## config.mk

```make
export PLATFORM = sky130hd
export DESIGN_NAME = exp_golomb_stream_decoder
export DESIGN_NICKNAME = d
export VERILOG_FILES = /design/src/egsd_pkg.sv /design/src/exp_golomb_stream_decoder.sv /design/src/egsd_byte_dec.sv
export SDC_FILE = /design/constraint.sdc
export NUM_CORES = 1
export LEC_CHECK = 0
export ABC_AREA = 1
export BUFFER_PORTS_ARGS = -buffer_cell sky130_fd_sc_hd__buf_4
export CAP_MARGIN = 10
export CORE_MARGIN = 3
export CORE_UTILIZATION = 55
export DETAILED_ROUTE_END_ITERATION = 8
export PLACE_DENSITY_LB_ADDON = 0.3
export SLEW_MARGIN = 30
export SYNTH_ARGS = -nofsm -noshare
export SYNTH_HDL_FRONTEND = slang
export SYNTH_SLANG_ARGS = --single-unit
```

## constraint.sdc

```tcl
create_clock -name clk -period 37.4 [get_ports clk]
set_input_delay 1.87 -clock clk [delete_from_list [all_inputs] [get_ports clk]]
set_output_delay 1.87 -clock clk [all_outputs]
set_load 0.05 [all_outputs]
```

## src/egsd_pkg.sv

```systemverilog
// Shared types and codes for the Exp-Golomb stream decoder.
package egsd_pkg;

    localparam int unsigned BYTE_BITS = 8;
    localparam int unsigned NUM_SLOTS = BYTE_BITS + 1;
    localparam int unsigned SLOT_IDX_W = $clog2(NUM_SLOTS);
    localparam int unsigned ZC_W = 5;
    localparam int unsigned ACC_W = 31;
    localparam int unsigned VALUE_W = 33;
    localparam int unsigned OUT_DATA_W = ((VALUE_W + 7) / 8) * 8;

    typedef enum logic [1:0] {
        ST_OK    = 2'd0,
        ST_TRUNC = 2'd1,
        ST_LONG  = 2'd2
    } code_status_t;

    typedef struct packed {
        logic              in_suffix;
        logic [ZC_W-1:0]   zero_count;
        logic [ZC_W-1:0]   suffix_left;
        logic [ACC_W-1:0]  suffix_accum;
    } dec_state_t;

    typedef struct packed {
        code_status_t      status;
        logic [ZC_W-1:0]   zero_count;
        logic [ACC_W-1:0]  suffix_accum;
    } result_slot_t;

endpackage

```

## src/exp_golomb_stream_decoder.sv

```systemverilog
// Order-0 Exp-Golomb stream decoder: a byte-wide bitstream in, one code per output transfer.
// A byte is registered on its input transfer, then decoded into the result buffer once the
// buffer is free; its results are presented from that buffer, one per output transfer.
// Throughput: one byte per cycle while each byte finishes at most one code and m_tready is high;
// a byte that finishes more codes holds the result buffer, one output transfer per cycle, until its last.
// Reset clears the decoder state, the buffer and signed mode at once.
module exp_golomb_stream_decoder
    import egsd_pkg::*;
#(
    parameter int unsigned MAX_PREFIX = 31
)
(
    input  logic                    clk,
    input  logic                    rst_n,

    input  logic                    s_tvalid,
    output logic                    s_tready,
    input  logic [BYTE_BITS-1:0]    s_tdata,    // [7:0] stream_byte
    input  logic                    s_tlast,    // final_byte

    output logic                    m_tvalid,
    input  logic                    m_tready,
    output logic [OUT_DATA_W-1:0]   m_tdata,    // [32:0] code_value, [39:33] zero
    output logic [1:0]              m_tuser,    // [1:0] code_status
    output logic                    m_tlast,    // run_end

    input  logic                    cfg_valid,
    output logic                    cfg_ready,
    input  logic                    cfg_data    // signed_mode
);

    logic                   in_valid_reg, in_valid_next;
    logic [BYTE_BITS-1:0]   in_byte_reg;
    logic                   in_final_reg;
    logic                   signed_mode_reg;
    dec_state_t             state_reg;
    dec_state_t             state_dec;
    result_slot_t           res_reg [NUM_SLOTS];
    result_slot_t           slots_dec [NUM_SLOTS];
    logic [NUM_SLOTS-1:0]   valid_dec;
    logic [NUM_SLOTS-1:0]   pending_reg, pending_next;
    logic [NUM_SLOTS-1:0]   sel_onehot;
    logic [SLOT_IDX_W-1:0]  sel_idx;
    logic                   out_xfer;
    logic                   buf_free;
    logic                   load;
    result_slot_t           cur;
    logic [31:0]            code_k;
    logic [31:0]            code_u;
    logic [VALUE_W-1:0]     half_ext;
    logic [VALUE_W-1:0]     value;

    egsd_byte_dec #(
        .MAX_PREFIX (MAX_PREFIX)
    ) u_dec (
        .state_in    (state_reg),
        .stream_byte (in_byte_reg),
        .final_byte  (in_final_reg),
        .state_out   (state_dec),
        .slots       (slots_dec),
        .slot_valid  (valid_dec)
    );

    assign cfg_ready = 1'b1;

    // The buffer can take a new byte when it is empty or its last pending result leaves this cycle.
    assign m_tvalid = (pending_reg != '0);
    assign m_tlast  = $onehot(pending_reg);
    assign out_xfer = m_tvalid && m_tready;
    assign buf_free = (pending_reg == '0) || (m_tlast && m_tready);
    assign load     = in_valid_reg && buf_free;
    assign s_tready = !in_valid_reg || load;

    always_comb
    begin
        logic found;
        found = 1'b0;
        sel_idx = '0;
        sel_onehot = '0;
        for (int s = 0; s < NUM_SLOTS; s++)
        begin
            if (pending_reg[s] && !found)
            begin
                found = 1'b1;
                sel_idx = SLOT_IDX_W'(s);
                sel_onehot[s] = 1'b1;
            end
        end
    end

    // k = 2^n + suffix is the code number plus one.
    assign cur      = res_reg[sel_idx];
    assign code_k   = (32'd1 << cur.zero_count) | {1'b0, cur.suffix_accum};
    assign code_u   = code_k - 32'd1;
    assign half_ext = {2'b00, code_k[31:1]};

    always_comb
    begin
        if (cur.status != ST_OK)
        begin
            value = '0;
        end
        else if (!signed_mode_reg)
        begin
            value = {1'b0, code_u};
        end
        else if (code_k[0])
        begin
            value = '0 - half_ext;
        end
        else
        begin
            value = half_ext;
        end
    end

    assign m_tdata = {{(OUT_DATA_W-VALUE_W){1'b0}}, value};
    assign m_tuser = cur.status;

    always_comb
    begin
        in_valid_next = in_valid_reg;
        if (s_tvalid && s_tready)
        begin
            in_valid_next = 1'b1;
        end
        else if (load)
        begin
            in_valid_next = 1'b0;
        end

        pending_next = pending_reg;
        if (load)
        begin
            pending_next = valid_dec;
        end
        else if (out_xfer)
        begin
            pending_next = pending_reg & ~sel_onehot;
        end
    end

    always_ff @(posedge clk or negedge rst_n)
    begin
        if (!rst_n)
        begin
            in_valid_reg    <= 1'b0;
            pending_reg     <= '0;
            state_reg       <= '0;
            signed_mode_reg <= 1'b0;
        end
        else
        begin
            in_valid_reg <= in_valid_next;
            pending_reg  <= pending_next;
            if (load)
            begin
                state_reg <= state_dec;
            end
            if (cfg_valid && cfg_ready)
            begin
                signed_mode_reg <= cfg_data;
            end
        end
    end

    always_ff @(posedge clk)
    begin
        if (s_tvalid && s_tready)
        begin
            in_byte_reg  <= s_tdata;
            in_final_reg <= s_tlast;
        end
        if (load)
        begin
            for (int s = 0; s < NUM_SLOTS; s++)
            begin
                res_reg[s] <= slots_dec[s];
            end
        end
    end

`ifndef ASSERT_OFF
    a_load_shows: assert property (@(posedge clk) disable iff (!rst_n)
        (load && (valid_dec != '0)) |=> m_tvalid)
        else $error("Decoded results were not presented.");

    a_run_continues: assert property (@(posedge clk) disable iff (!rst_n)
        (out_xfer && !m_tlast) |=> m_tvalid)
        else $error("A byte's results stopped before its last one.");

    a_input_kept: assert property (@(posedge clk) disable iff (!rst_n)
        (in_valid_reg && !buf_free) |=> in_valid_reg)
        else $error("A buffered byte was dropped.");

    a_suffix_pending: assert property (@(posedge clk) disable iff (!rst_n)
        state_reg.in_suffix |-> (state_reg.suffix_left != '0))
        else $error("Suffix state with no bits left to read.");

    a_trunc_last: assert property (@(posedge clk) disable iff (!rst_n)
        (m_tvalid && (m_tuser == ST_TRUNC)) |-> m_tlast)
        else $error("Truncation result was not the last of its byte.");
`endif

endmodule

```

## src/egsd_byte_dec.sv

```systemverilog
// Combinational decode of one stream byte into per-bit result slots.
module egsd_byte_dec
    import egsd_pkg::*;
#(
    parameter int unsigned MAX_PREFIX = 31
)
(
    input  dec_state_t                  state_in,
    input  logic [BYTE_BITS-1:0]        stream_byte,
    input  logic                        final_byte,
    output dec_state_t                  state_out,
    output result_slot_t                slots [NUM_SLOTS],
    output logic [NUM_SLOTS-1:0]        slot_valid
);

    localparam logic [ZC_W-1:0] PREFIX_LIMIT = ZC_W'(MAX_PREFIX);

    always_comb
    begin
        dec_state_t st;
        logic       bit_in;

        st = state_in;
        slot_valid = '0;
        for (int s = 0; s < NUM_SLOTS; s++)
        begin
            slots[s] = '{status: ST_OK, zero_count: '0, suffix_accum: '0};
        end

        // Slot i holds the result finished by bit i, counted from the MSB.
        for (int i = 0; i < BYTE_BITS; i++)
        begin
            bit_in = stream_byte[BYTE_BITS-1-i];
            if (!st.in_suffix)
            begin
                if (!bit_in)
                begin
                    if (st.zero_count >= PREFIX_LIMIT)
                    begin
                        slot_valid[i] = 1'b1;
                        slots[i].status = ST_LONG;
                        st = '0;
                    end
                    else
                    begin
                        st.zero_count = st.zero_count + ZC_W'(1);
                    end
                end
                else if (st.zero_count == '0)
                begin
                    slot_valid[i] = 1'b1;
                end
                else
                begin
                    st.in_suffix = 1'b1;
                    st.suffix_left = st.zero_count;
                    st.suffix_accum = '0;
                end
            end
            else
            begin
                st.suffix_accum = {st.suffix_accum[ACC_W-2:0], bit_in};
                st.suffix_left = st.suffix_left - ZC_W'(1);
                if (st.suffix_left == '0)
                begin
                    slot_valid[i] = 1'b1;
                    slots[i].zero_count = st.zero_count;
                    slots[i].suffix_accum = st.suffix_accum;
                    st = '0;
                end
            end
        end

        if (final_byte)
        begin
            if (st.in_suffix || (st.zero_count != '0))
            begin
                slot_valid[NUM_SLOTS-1] = 1'b1;
                slots[NUM_SLOTS-1].status = ST_TRUNC;
            end
            st = '0;
        end

        state_out = st;
    end

endmodule
```

=== After elaboration in Yosys (flattened, before gate mapping) ===
Memories as Yosys holds them, arrays and structs flattened.
Index checks and enable logic that the tools add are counted.

* Add/sub/neg operators: 26
* Multipliers: 0
* Divide/modulo/power cells: 0
* Magnitude comparators: 8
* Equality and inequality tests: 1
* Shifts and indexed selects: 1
* Multiplexer cells: 190
* Bitwise logic cells: 3
* Reductions and logical operators: 46

{| class="wikitable"
|+ Operators by type and width
! kind !! number
|-
| 2-to-1 mux 36 bit || 40
|-
| 2-to-1 mux 42 bit || 17
|-
| 2-to-1 mux 33 bit || 3
|-
| logical NOT 5 bit || 16
|-
| 2-to-1 mux 1 bit || 80
|-
| 2-to-1 mux 5 bit || 16
|-
| 2-to-1 mux 2 bit || 25
|-
| adder 5 x 1 -> 5 bit (second input constant) || 8
|-
| greater-or-equal comparator 5 bit (second input constant) || 8
|-
| subtractor 5 x 1 -> 5 bit (second input constant) || 8
|-
| bitwise OR 32 x 31 -> 32 bit || 1
|-
| left shift 1 x 5 -> 32 bit (first input constant) || 1
|-
| subtractor 1 x 31 -> 32 bit (first input constant) || 1
|-
| subtractor 32 x 1 -> 32 bit (second input constant) || 1
|-
| 2-to-1 mux 4 bit || 7
|-
| 2-to-1 mux 9 bit || 2
|-
| logical AND 1 bit || 12
|-
| bitwise AND 9 bit || 1
|-
| logical NOT 1 bit || 9
|-
| logical NOT 9 bit || 1
|-
| NOT 9 bit || 1
|-
| nonzero test 9 bit || 1
|-
| adder 1 x 1 -> 2 bit || 4
|-
| adder 2 x 2 -> 3 bit || 2
|-
| other kinds (6) || 10
|}

* Bits in registers: 62
* Bits in latches: 0
* Bits in writable memories: 342
* Bits in read-only memories: 0
* Output and inout port bits: 46
* Memories: 1

{| class="wikitable"
|+ Memory list
! name !! depth !! width !! rd ports !! clocked after Yosys merged registers in !! wr ports !! RTL line !! RTL
|-
| res_reg || 9 || 38 || 1 || 0 || 9 || exp_golomb_stream_decoder.sv:38 || <nowiki>result_slot_t res_reg [NUM_SLOTS];</nowiki>
|}

=== Longest topological paths before layout ===
Gate-level depths: netlist (run 1).

* Word-level depth: 37
* Mapped depth: 82
* Mapped depth without buffers: 81

=== By module ===
From an unflattened synthesis (run 1), not the netlist that was laid out.

* Cells, all modules: 4082
* Area total of the unflattened synthesis: 29853.6 um2

{| class="wikitable"
|+ Modules (own cells, without submodules)
! module !! times used !! cells an instance !! area each (um2) !! sequential area each (um2)
|-
| exp_golomb_stream_decoder || 1 || 1821 || 18735.5 || 11866.4
|-
| egsd_byte_dec || 1 || 2261 || 11118.2 || 0.0
|}

=== Worst setup path before layout (run 1) ===
Ideal clock, no wire load.

* Path type: reg2reg
* From: register pending_reg[0]
* To: memory res_reg[0][0] (netlist name) (enable)
* Arrival time: 12828 ps
* Setup slack: 23795 ps
* Cell stages (with the launch flop): 16
* Buffers on the path: 1
* Period minus slack after synthesis: 13605 ps
* Cell sequence: dfrtp_1 fa_1 inv_1 fa_1 fa_1 inv_1 fa_1 fa_1 nor2_1 a21oi_1 nor3b_1 nand2_1 nand2_1 nand2_2 inv_1 clkbuf_1

{| class="wikitable"
|+ RTL lines
! element !! RTL line !! RTL
|-
| start, declared || exp_golomb_stream_decoder.sv:41 || <nowiki>logic [NUM_SLOTS-1:0] pending_reg, pending_next;</nowiki>
|-
| start signal, assigned || exp_golomb_stream_decoder.sv:155 || <nowiki>pending_reg <= pending_next;</nowiki>
|-
| end, declared || exp_golomb_stream_decoder.sv:38 ||
|}

=== Worst setup path in the final report (run 1) ===
* From: register state_reg[36] (netlist name)
* To: register state_reg[4] (netlist name)

* Word-level cells in the longest chain between the ends: 33
* Elaborated cells between the ends (all ways): 106

{| class="wikitable"
|+ RTL lines
! element !! RTL line !! RTL
|-
| start, declared || exp_golomb_stream_decoder.sv:36 || <nowiki>dec_state_t state_reg;</nowiki>
|-
| start signal, assigned || exp_golomb_stream_decoder.sv:158 || <nowiki>state_reg <= state_dec;</nowiki>
|-
| greater-or-equal comparator 5 bit (tied with other cells) || egsd_byte_dec.sv:38 || <nowiki>if (st.zero_count >= PREFIX_LIMIT)</nowiki>
|-
| 2-to-1 mux 36 bit (tied with other cells) || egsd_byte_dec.sv:38 ||
|-
| 2-to-1 mux 36 bit / 2-to-1 mux 5 bit (equally long branches) || egsd_byte_dec.sv:36 || <nowiki>if (!bit_in)</nowiki>
|-
| 2-to-1 mux 42 bit (*) || egsd_byte_dec.sv:34 || <nowiki>if (!st.in_suffix)</nowiki>
|-
| subtractor 5 x 1 -> 5 bit (tied with other cells) || egsd_byte_dec.sv:63 || <nowiki>st.suffix_left = st.suffix_left - ZC_W'(1);</nowiki>
|-
| logical NOT 5 bit (tied with other cells) || egsd_byte_dec.sv:64 || <nowiki>if (st.suffix_left == '0)</nowiki>
|-
| 2-to-1 mux 42 bit (tied with other cells) || egsd_byte_dec.sv:64 ||
|-
| 2-to-1 mux 42 bit (*) || egsd_byte_dec.sv:34 ||
|-
| [... 17 more ...] || - ||
|-
| logical NOT 5 bit (tied with other cells) || egsd_byte_dec.sv:64 ||
|-
| 2-to-1 mux 42 bit (tied with other cells) || egsd_byte_dec.sv:64 ||
|-
| 2-to-1 mux 42 bit (*) || egsd_byte_dec.sv:34 ||
|-
| subtractor 5 x 1 -> 5 bit (tied with other cells) || egsd_byte_dec.sv:63 ||
|-
| logical NOT 5 bit (tied with other cells) || egsd_byte_dec.sv:64 ||
|-
| 2-to-1 mux 42 bit / 2-to-1 mux 36 bit (equally long branches) || egsd_byte_dec.sv:64, egsd_byte_dec.sv:36 ||
|-
| 2-to-1 mux 42 bit (*) || egsd_byte_dec.sv:34 ||
|-
| 2-to-1 mux 42 bit (*) || egsd_byte_dec.sv:74 || <nowiki>if (final_byte)</nowiki>
|}

Every way passes the cells marked *; elsewhere a longest branch is shown, timed or not.
A chain may end at the register's enable or synchronous reset.

==> results of run 1 <==
[metal layers]
metal | part of all wire [%] | GRT usage [%] | wire, um | vias up
met5 | 0.015 | 0 | 13 | -
met4 | 4.9 | 14.33 | 4296 | 2
met3 | 11 | 7.175 | 9937 | 258
met2 | 44 | 52.95 | 39030 | 1550
met1 | 39 | 46.23 | 34620 | 11590
li1 | - | - | - | 11600
[worst register-to-register path: cells and delay by family, from the launching register on]
| family | cells | cell delay, ns |
|---|---|---|
| and+or+nand+nor | 47 | 7.61 |
| adders and majority gates | 9 | 1.93 |
| buffers and inverters | 5 | 1.64 |
| AOI/OAI and AO/OA | 2 | 0.48 |
| DFF | 1 | 0.47 |
| xor gates and xnor gates | 1 | 0.28 |
[final cells by class]
| type | count | area [um^2] |
|---|---|---|
| Antenna cell | 1 | 2.502 |
| Sequential cell | 358 | 10490 |
| Tap cell | 607 | 759.5 |
| Fill cell | 4322 | 18690 |
| Clock buffer | 58 | 1201 |
| Clock inverter | 16 | 247.7 |
| Inverter | 434 | 1700 |
| Multi-Input combinational cell | 2599 | 13440 |
| Timing Repair Buffer | 78 | 613.1 |
[path summary, 6_finish.rpt]
kind | end | slack [ns] | cells past startpoint
worst max-delay path | state_reg[4] | 24.95 | 64
worst min-delay path | state_reg[21] | 0.56 | 2
worst max register to register | state_reg[4] | 24.95 | 64
worst min register to register | state_reg[21] | 0.56 | 2
max in group asynchronous | state_reg[12] | 35.34 | 1
min in group asynchronous | pending_reg[0] | 1.41 | 1
[cell families (layout without fill, tap and decap cells)]
kind of cell             Yosys count  after routing  synth area share (%)
other                              2              9               0.02829
multiplexers                       1              1               0.03771
AND/OR/NAND/NOR                 1966           1966                 34.55
flip-flops                       358            358                 39.51
adder cells (fa/ha/maj)           53             53                 2.639
AO/OA/AOI/OAI                    543            543                 12.18
buffers and inverters            618            586                 10.10
XOR/XNOR                          28             28                0.9521
[through the flow]
step | worst slack (ns) | std cells | hold WS, ns
after floorplan | 23.79 | 3575 | 0.4928
after global placement | 25.47 | 4075 | 0.5334
after detailed placement | 25.28 | 4075 | 0.5373
after CTS | 25.19 | 4149 | 0.5498
after global routing | 23.95 | 4150 | 0.5678
final | 24.95 | 4151 | 0.5551
[cell usage in the layout (no fill, tap or decap), types with 7 or more instances in the layout]
| cell type | n |
|---|---|
| o22ai_1 | 17 |
| dfrtp_1 | 52 |
| o221ai_1 | 7 |
| clkbuf_1 | 7 |
| a32o_1 | 26 |
| nand2_2 | 84 |
| nand3_4 | 8 |
| inv_2 | 28 |
| a21oi_1 | 214 |
| clkinv_2 | 7 |
| inv_4 | 7 |
| nor2_2 | 23 |
| clkbuf_16 | 42 |
| xor2_1 | 24 |
| nand3_1 | 282 |
| a211oi_1 | 7 |
| buf_4 | 75 |
| nand2_4 | 37 |
| edfxtp_1 | 306 |
| o21ai_0 | 152 |
| o21ai_1 | 35 |
| nor2_1 | 538 |
| conb_1 | 8 |
| clkinv_1 | 10 |
| o32ai_1 | 30 |
| nand3_2 | 27 |
| o211ai_1 | 7 |
| nor2_4 | 31 |
| a31oi_1 | 9 |
| nor3_1 | 37 |
| clkbuf_8 | 9 |
| ha_1 | 48 |
| or2_2 | 34 |
| inv_1 | 379 |
| nand2_1 | 816 |
| nor2_8 | 8 |
| nand4_1 | 25 |
==> Flow_metrics.wiki, run 1 <==
{| class="wikitable"
! Metric !! Value
|-
| Weighted congestion reported at the end of routability-driven placement || 0.9912
|-
| Most frequently used cell type in the post-synthesis netlist || nand2_1
|-
| Leftover overflow at the end of global routing || 0
|-
| Critical path buffers and inverters || 5
|-
| Number of vias in the routed layout || 25,000
|-
| Minimum clock period after layout || 12.45 ns
|-
| Number of clock sinks || 358
|-
| Unique cell type count in the Yosys netlist || 76
|-
| Nets || 3,579
|-
| Fraction of post-synthesis cell area in the top cell type by area || 34.61%
|-
| Worst slew slack as a fraction of its limit || 29.60%
|-
| Post-CTS Setup Bufs || 0
|-
| Slew of the pin with the lowest slew margin || 1.056 ns
|-
| Slowest library cell on the worst path || inv_1
|-
| Hpwl dp || 60.54 mm
|-
| Clock transition at path regs || 0.06 ns
|-
| Ratio of cells with drive above 1 in the final layout || 13.04%
|-
| Site row count || 79
|-
| Largest net degree at the start of global routing || 133
|-
| Worst Setup Start Kind || flop
|-
| Number of nets still failing antenna checks after routing || 0
|-
| Insertion delay to the later sink of the worst-skew pair || 0.58 ns
|-
| Most used cell, CP || nand2_1
|-
| FF+latch count, synth || 358
|-
| CTS HTree Levels || 2
|-
| Routed via count divided by cell count || 6.024
|-
| Maximum single-stage delay on the critical path || 0.65 ns
|-
| Beginning of the worst register-to-register path || state_reg[36]
|-
| Leading cell types by total area after synthesis || edfxtp_1, nand2_1, nor2_1, inv_1, nand3_1
|-
| CP Capture Type || flop
|-
| Initial Util || 56.31%
|-
| Highest clock frequency the design can meet || 80.33 MHz
|-
| First-pass iteration count of the detailed router || 8
|-
| Area of the die || 50,940 um^2
|-
| Sequential share of the synthesized area || 39.51%
|-
| Buffers from clock root to sink, at most || 3
|-
| Count of routing violations after the opening detailed-route iteration || 3,193
|-
| Predominant post-synthesis flop cell || edfxtp_1
|-
| Unrepaired setup endpoints after global routing || no
|-
| Number of enable-type register cells in the synthesized netlist || 306
|-
| Number of hold-repair buffers added at the cts stage || 0
|-
| Post-route fraction of the period consumed by the critical path || 33.29%
|-
| Area of the core || 47,150 um^2
|-
| Worst Hold Launch || state_reg[21]
|-
| Total negative slack || 0 ns
|-
| Overall Global Routing Usage || 33.99%
|-
| Number of global-route vias before repair || 22,780
|-
| Required arrival time at the worst endpoint || 37.88 ns
|-
| Io pins || 61
|-
| Cell area reported after detailed placement || 26,970 um^2
|-
| CP Max Fanout || 42
|-
| Core Util, Final || 60.36%
|-
| Avg Inst Size Synth || 7.438 um^2
|-
| Chip width || 225.7 um
|-
| Wire per inst || 21.17 um
|-
| Worst Path Arrival || 12.93 ns
|-
| Cell family contributing the most delay on the critical path || simple AND/OR/NAND/NOR gates
|-
| CTS root buffer || clkbuf_16
|-
| TritonCTS clock tree || built
|-
| Post-CTS resize count || 0
|-
| Area overhead of the layout relative to synthesis || 7.197%
|-
| Chip Height || 225.7 um
|-
| Worst Setup Path Type || flop to flop
|-
| Area of the mapped netlist || 26,550 um^2
|-
| Initial antenna violation count || 1
|-
| Number of warning messages in the yosys log || 0
|-
| Post-synthesis cell type with the largest combined area || edfxtp_1
|-
| Number of DRC violations after detailed routing || 0
|-
| Buffers on Ports || 52
|-
| Max-cap violations || 0
|-
| Gate Count Post-Synth || 3,569
|-
| Top cells by count, synth || nand2_1, nor2_1, inv_1
|-
| Async SR Flop Fraction || 14.53%
|-
| Final-report hold violation count || 0
|-
| Post-detailed-routing wire length || 87.89 mm
|-
| Global-route wire length before repair || 133.0 mm
|-
| Status || complete, no violations
|-
| Final design area excluding fillers || 28,460 um^2
|-
| Worst setup path startpoint || state_reg[36]
|-
| Number of max-slew violations in the final report || 0
|-
| Number of clock buffers inserted by TritonCTS || 40
|-
| Number of endpoints failing setup at the final stage || 0
|-
| Min-delay worst type || flop to flop
|-
| Number of flip-flops under the largest register name || 297
|-
| Worst Clk Skew || 0.02124 ns
|}
Power of run 1 is left out: the tool's default activity adds up to more than one toggle a clock period on the data nets, which glitch-free logic cannot reach.
==> run 2: changes to the inputs <==
--- a/config.mk
+++ b/config.mk
@@ -5,7 +5,7 @@
 export SDC_FILE = /design/constraint.sdc
 export NUM_CORES = 1
 export LEC_CHECK = 0
-export ABC_AREA = 1
+export ABC_AREA = 0
 export BUFFER_PORTS_ARGS = -buffer_cell sky130_fd_sc_hd__buf_4
 export CAP_MARGIN = 10
 export CORE_MARGIN = 3
==> constraint.sdc (replaced) <==
create_clock -name clk -period 10.7 [get_ports clk]
set_input_delay 0.535 -clock clk [delete_from_list [all_inputs] [get_ports clk]]
set_output_delay 0.535 -clock clk [all_outputs]
set_load 0.05 [all_outputs]
==> Flow_metrics.wiki, run 2 <==
{| class="wikitable"
! Metric !! Value
|-
| Leftover overflow at the end of global routing || 0
|-
| Wire per inst || 25.29 um
|-
| Leading cell types by total area after synthesis || edfxtp_1, nor2_1, dfrtp_1, nand2_1, o21ai_0
|-
| Number of vias in the routed layout || 25,730
|-
| Area of the mapped netlist || 25,390 um^2
|-
| Minimum clock period after layout || 10.61 ns
|-
| Routed via count divided by cell count || 6.703
|-
| Number of endpoints failing setup at the final stage || 0
|-
| Ratio of cells with drive above 1 in the final layout || 27.67%
|-
| Nets || 3,274
|-
| Final-report hold violation count || 0
|-
| Number of DRC violations after detailed routing || 0
|-
| Weighted congestion reported at the end of routability-driven placement || 1.035
|-
| Final worst slack || 0.09384 ns
|-
| Unique cell type count in the Yosys netlist || 116
|-
| Highest clock frequency the design can meet || 94.28 MHz
|-
| Largest net degree at the start of global routing || 129
|-
| Number of max-slew violations in the final report || 0
|-
| Clock transition at path regs || 0.07 ns
|-
| Number of clock sinks || 358
|-
| First-pass iteration count of the detailed router || 6
|-
| Post-synthesis cell type with the largest combined area || edfxtp_1
|-
| Most used cell, CP || buf_4
|-
| Initial Util || 55.84%
|-
| Cell area reported after detailed placement || 29,150 um^2
|-
| Area overhead of the layout relative to synthesis || 26.90%
|-
| Required arrival time at the worst endpoint || 11.21 ns
|-
| CTS root buffer || clkbuf_16
|-
| Busiest layer in global routing || met2
|-
| Async SR Flop Fraction || 14.53%
|-
| Hold Worst Slack || 0.01257 ns
|-
| TritonCTS clock tree || built
|-
| Insertion delay to the later sink of the worst-skew pair || 0.60 ns
|-
| Final design area excluding fillers || 32,230 um^2
|-
| Overall Global Routing Usage || 37.54%
|-
| Placed Instances || 3,702
|-
| Status || complete, no violations
|-
| Initial antenna violation count || 1
|-
| Number of nets still failing antenna checks after routing || 0
|-
| Multi-input gate area in the final layout || 15,150 um^2
|-
| Fraction of post-synthesis cell area in the top cell type by area || 36.18%
|-
| Most frequently used cell type in the post-synthesis netlist || nor2_1
|-
| Number of hold-repair buffers added at the cts stage || 0
|-
| Cell Count, Final, Fillers Out || 3,838
|-
| Worst Clk Skew || 0.03994 ns
|-
| Number of warning messages in the yosys log || 0
|-
| Global-route wire length before repair || 144.4 mm
|-
| Hpwl dp || 67.40 mm
|-
| Most frequent standard cell in the layout excluding fill and tap cells || buf_4
|-
| Post-route fraction of the period consumed by the critical path || 99.12%
|-
| Area of the die || 48,790 um^2
|-
| Site row count || 78
|-
| Chip width || 220.9 um
|-
| Number of fillers in the final layout || 3,478
|-
| CP Capture Type || flop
|-
| Post-detailed-routing wire length || 97.06 mm
|-
| Number of global-route vias before repair || 24,340
|-
| Met1 routing resource usage after global routing || 47.71%
|-
| Worst slew slack as a fraction of its limit || 31.80%
|-
| Unrepaired setup endpoints after global routing || yes
|-
| Worst Setup Path Type || flop to flop
|-
| Worst Setup Start Kind || flop
|-
| Top cells by count, synth || nor2_1, edfxtp_1, nand2_1
|-
| Met2 Use GR || 59.78%
|-
| Gate Count Post-Synth || 2,838
|-
| Diodes inserted || 0
|-
| Maximum single-stage delay on the critical path || 0.62 ns
|-
| Area of the core || 45,480 um^2
|-
| Number of clock buffers inserted by TritonCTS || 41
|-
| Worst setup timing slack at the placement stage || -0.7088 ns
|-
| Predominant post-synthesis flop cell || edfxtp_1
|-
| Buffers on Ports || 52
|-
| Global-route track usage on met3 || 4.842%
|-
| Avg Inst Size Synth || 8.948 um^2
|-
| Max-cap violations || 0
|-
| Cell family contributing the most delay on the critical path || compound AO/OA/AOI/OAI gates
|-
| Slowest library cell on the worst path || a2111oi_0
|-
| Sequential share of the synthesized area || 41.31%
|-
| Critical path buffers and inverters || 17
|-
| Slew of the pin with the lowest slew margin || 1.015 ns
|-
| CTS HTree Levels || 2
|-
| Min-delay worst type || primary input to asynchronous set/reset pin
|-
| Chip Height || 220.9 um
|-
| CP Max Fanout || 8
|-
| Worst Path Arrival || 11.11 ns
|-
| Buffers from clock root to sink, at most || 3
|-
| Count of routing violations after the opening detailed-route iteration || 3,628
|-
| Sequential cell area || 10,500 um^2
|-
| Most frequent cells in the layout || buf_4, nor2_1, edfxtp_1
|-
| Io pins || 61
|-
| Number of enable-type register cells in the synthesized netlist || 306
|-
| Number of flip-flops under the largest register name || 297
|-
| FF+latch count, synth || 358
|}
-- run 2: cell count changes after synthesis, moves of 54 or more --
| cell | before | now |
|---|---|---|
| nand2_1 | 819 | 289 |
| inv_1 | 383 | 85 |
| nand3_1 | 282 | 50 |
| nor2_1 | 543 | 405 |
| nand2_2 | 82 | 0 |
| o22a_1 | 0 | 80 |
| a21oi_1 | 214 | 138 |
| a22oi_1 | 3 | 77 |
| a211oi_1 | 7 | 77 |
| mux2i_1 | 1 | 61 |
| nor2b_1 | 0 | 58 |
| and3_1 | 2 | 56 |
-- run 2: layout make-up --
class | instances | share of cell area, %
clock inverters | 18 | 0.7222
well taps | 600 | 2.330
inverters | 90 | 1.110
flip-flops and latches | 358 | 32.57
multi-input cells | 2197 | 47.01
repair buffers | 518 | 12.73
clock buffers | 57 | 3.525
-- run 2: path summary, 6_finish.rpt --
check | depth (start not counted) | from | slack, ns | end
worst max-delay path | 60 | state_reg[37] | 0.09 | state_reg[26]
worst min-delay path | 1 | rst_n | 0.01 | signed_mode_reg
worst max register to register | 60 | state_reg[37] | 0.09 | state_reg[26]
worst min register to register | 2 | state_reg[29] | 0.52 | state_reg[29]
max in group asynchronous | 1 | rst_n | 10.07 | state_reg[37]
min in group clk | 1 | s_tdata[7] | 0.12 | in_byte_reg[7]
-- run 2: stage by stage --
| stage | setup TNS, ns | utilization [%] |
|---|---|---|
| floorplan | 0 | - |
| global placement | -25.94 | 64.09 |
| detailed placement | -52.43 | 64.09 |
| CTS | -0.02453 | 67.94 |
| global route | -10.15 | 70.86 |
| finish | 0 | 70.86 |
-- run 2: worst register-to-register path, delay by kind of cell, from the launching register on --
family / cells / cell delay (ns)
buffers and inverters: 17 / 2.19
adder cells (fa/ha/maj): 8 / 1.53
AO/OA/AOI/OAI: 16 / 3.38
AND/OR/NAND/NOR: 18 / 2.70
multiplexers: 1 / 0.26
flip-flops: 1 / 0.47
-- run 2: timing repair --
action,in CTS,in global routing
setup buffers,12,46
gates resized for setup,65,198
cloned,0,3
endpoints found under the hold margin,0,0
endpoints found under the setup margin,81,82
pin swaps,37,115
-- run 2: routing by layer --
| layer | vias up | share of wire (%) |
|---|---|---|
| li1 | 11370 | - |
| met1 | 12270 | 37 |
| met2 | 1717 | 46 |
| met3 | 371 | 8.6 |
| met4 | 0 | 8.5 |
| met5 | - | 0 |
-- run 2: logic make-up after synthesis --
logic type      count (synthesis)  share of synthesized area, %
simple gates                 1068                         19.63
other cells                     2                       0.02957
flops                         358                         41.31
compound gates                902                         25.48
buf+inv                       289                         4.513
mux                            85                         3.483
fa+ha+maj                      53                         2.759
xor+xnor                       81                         2.794
Power of run 2 is left out for the same reason.
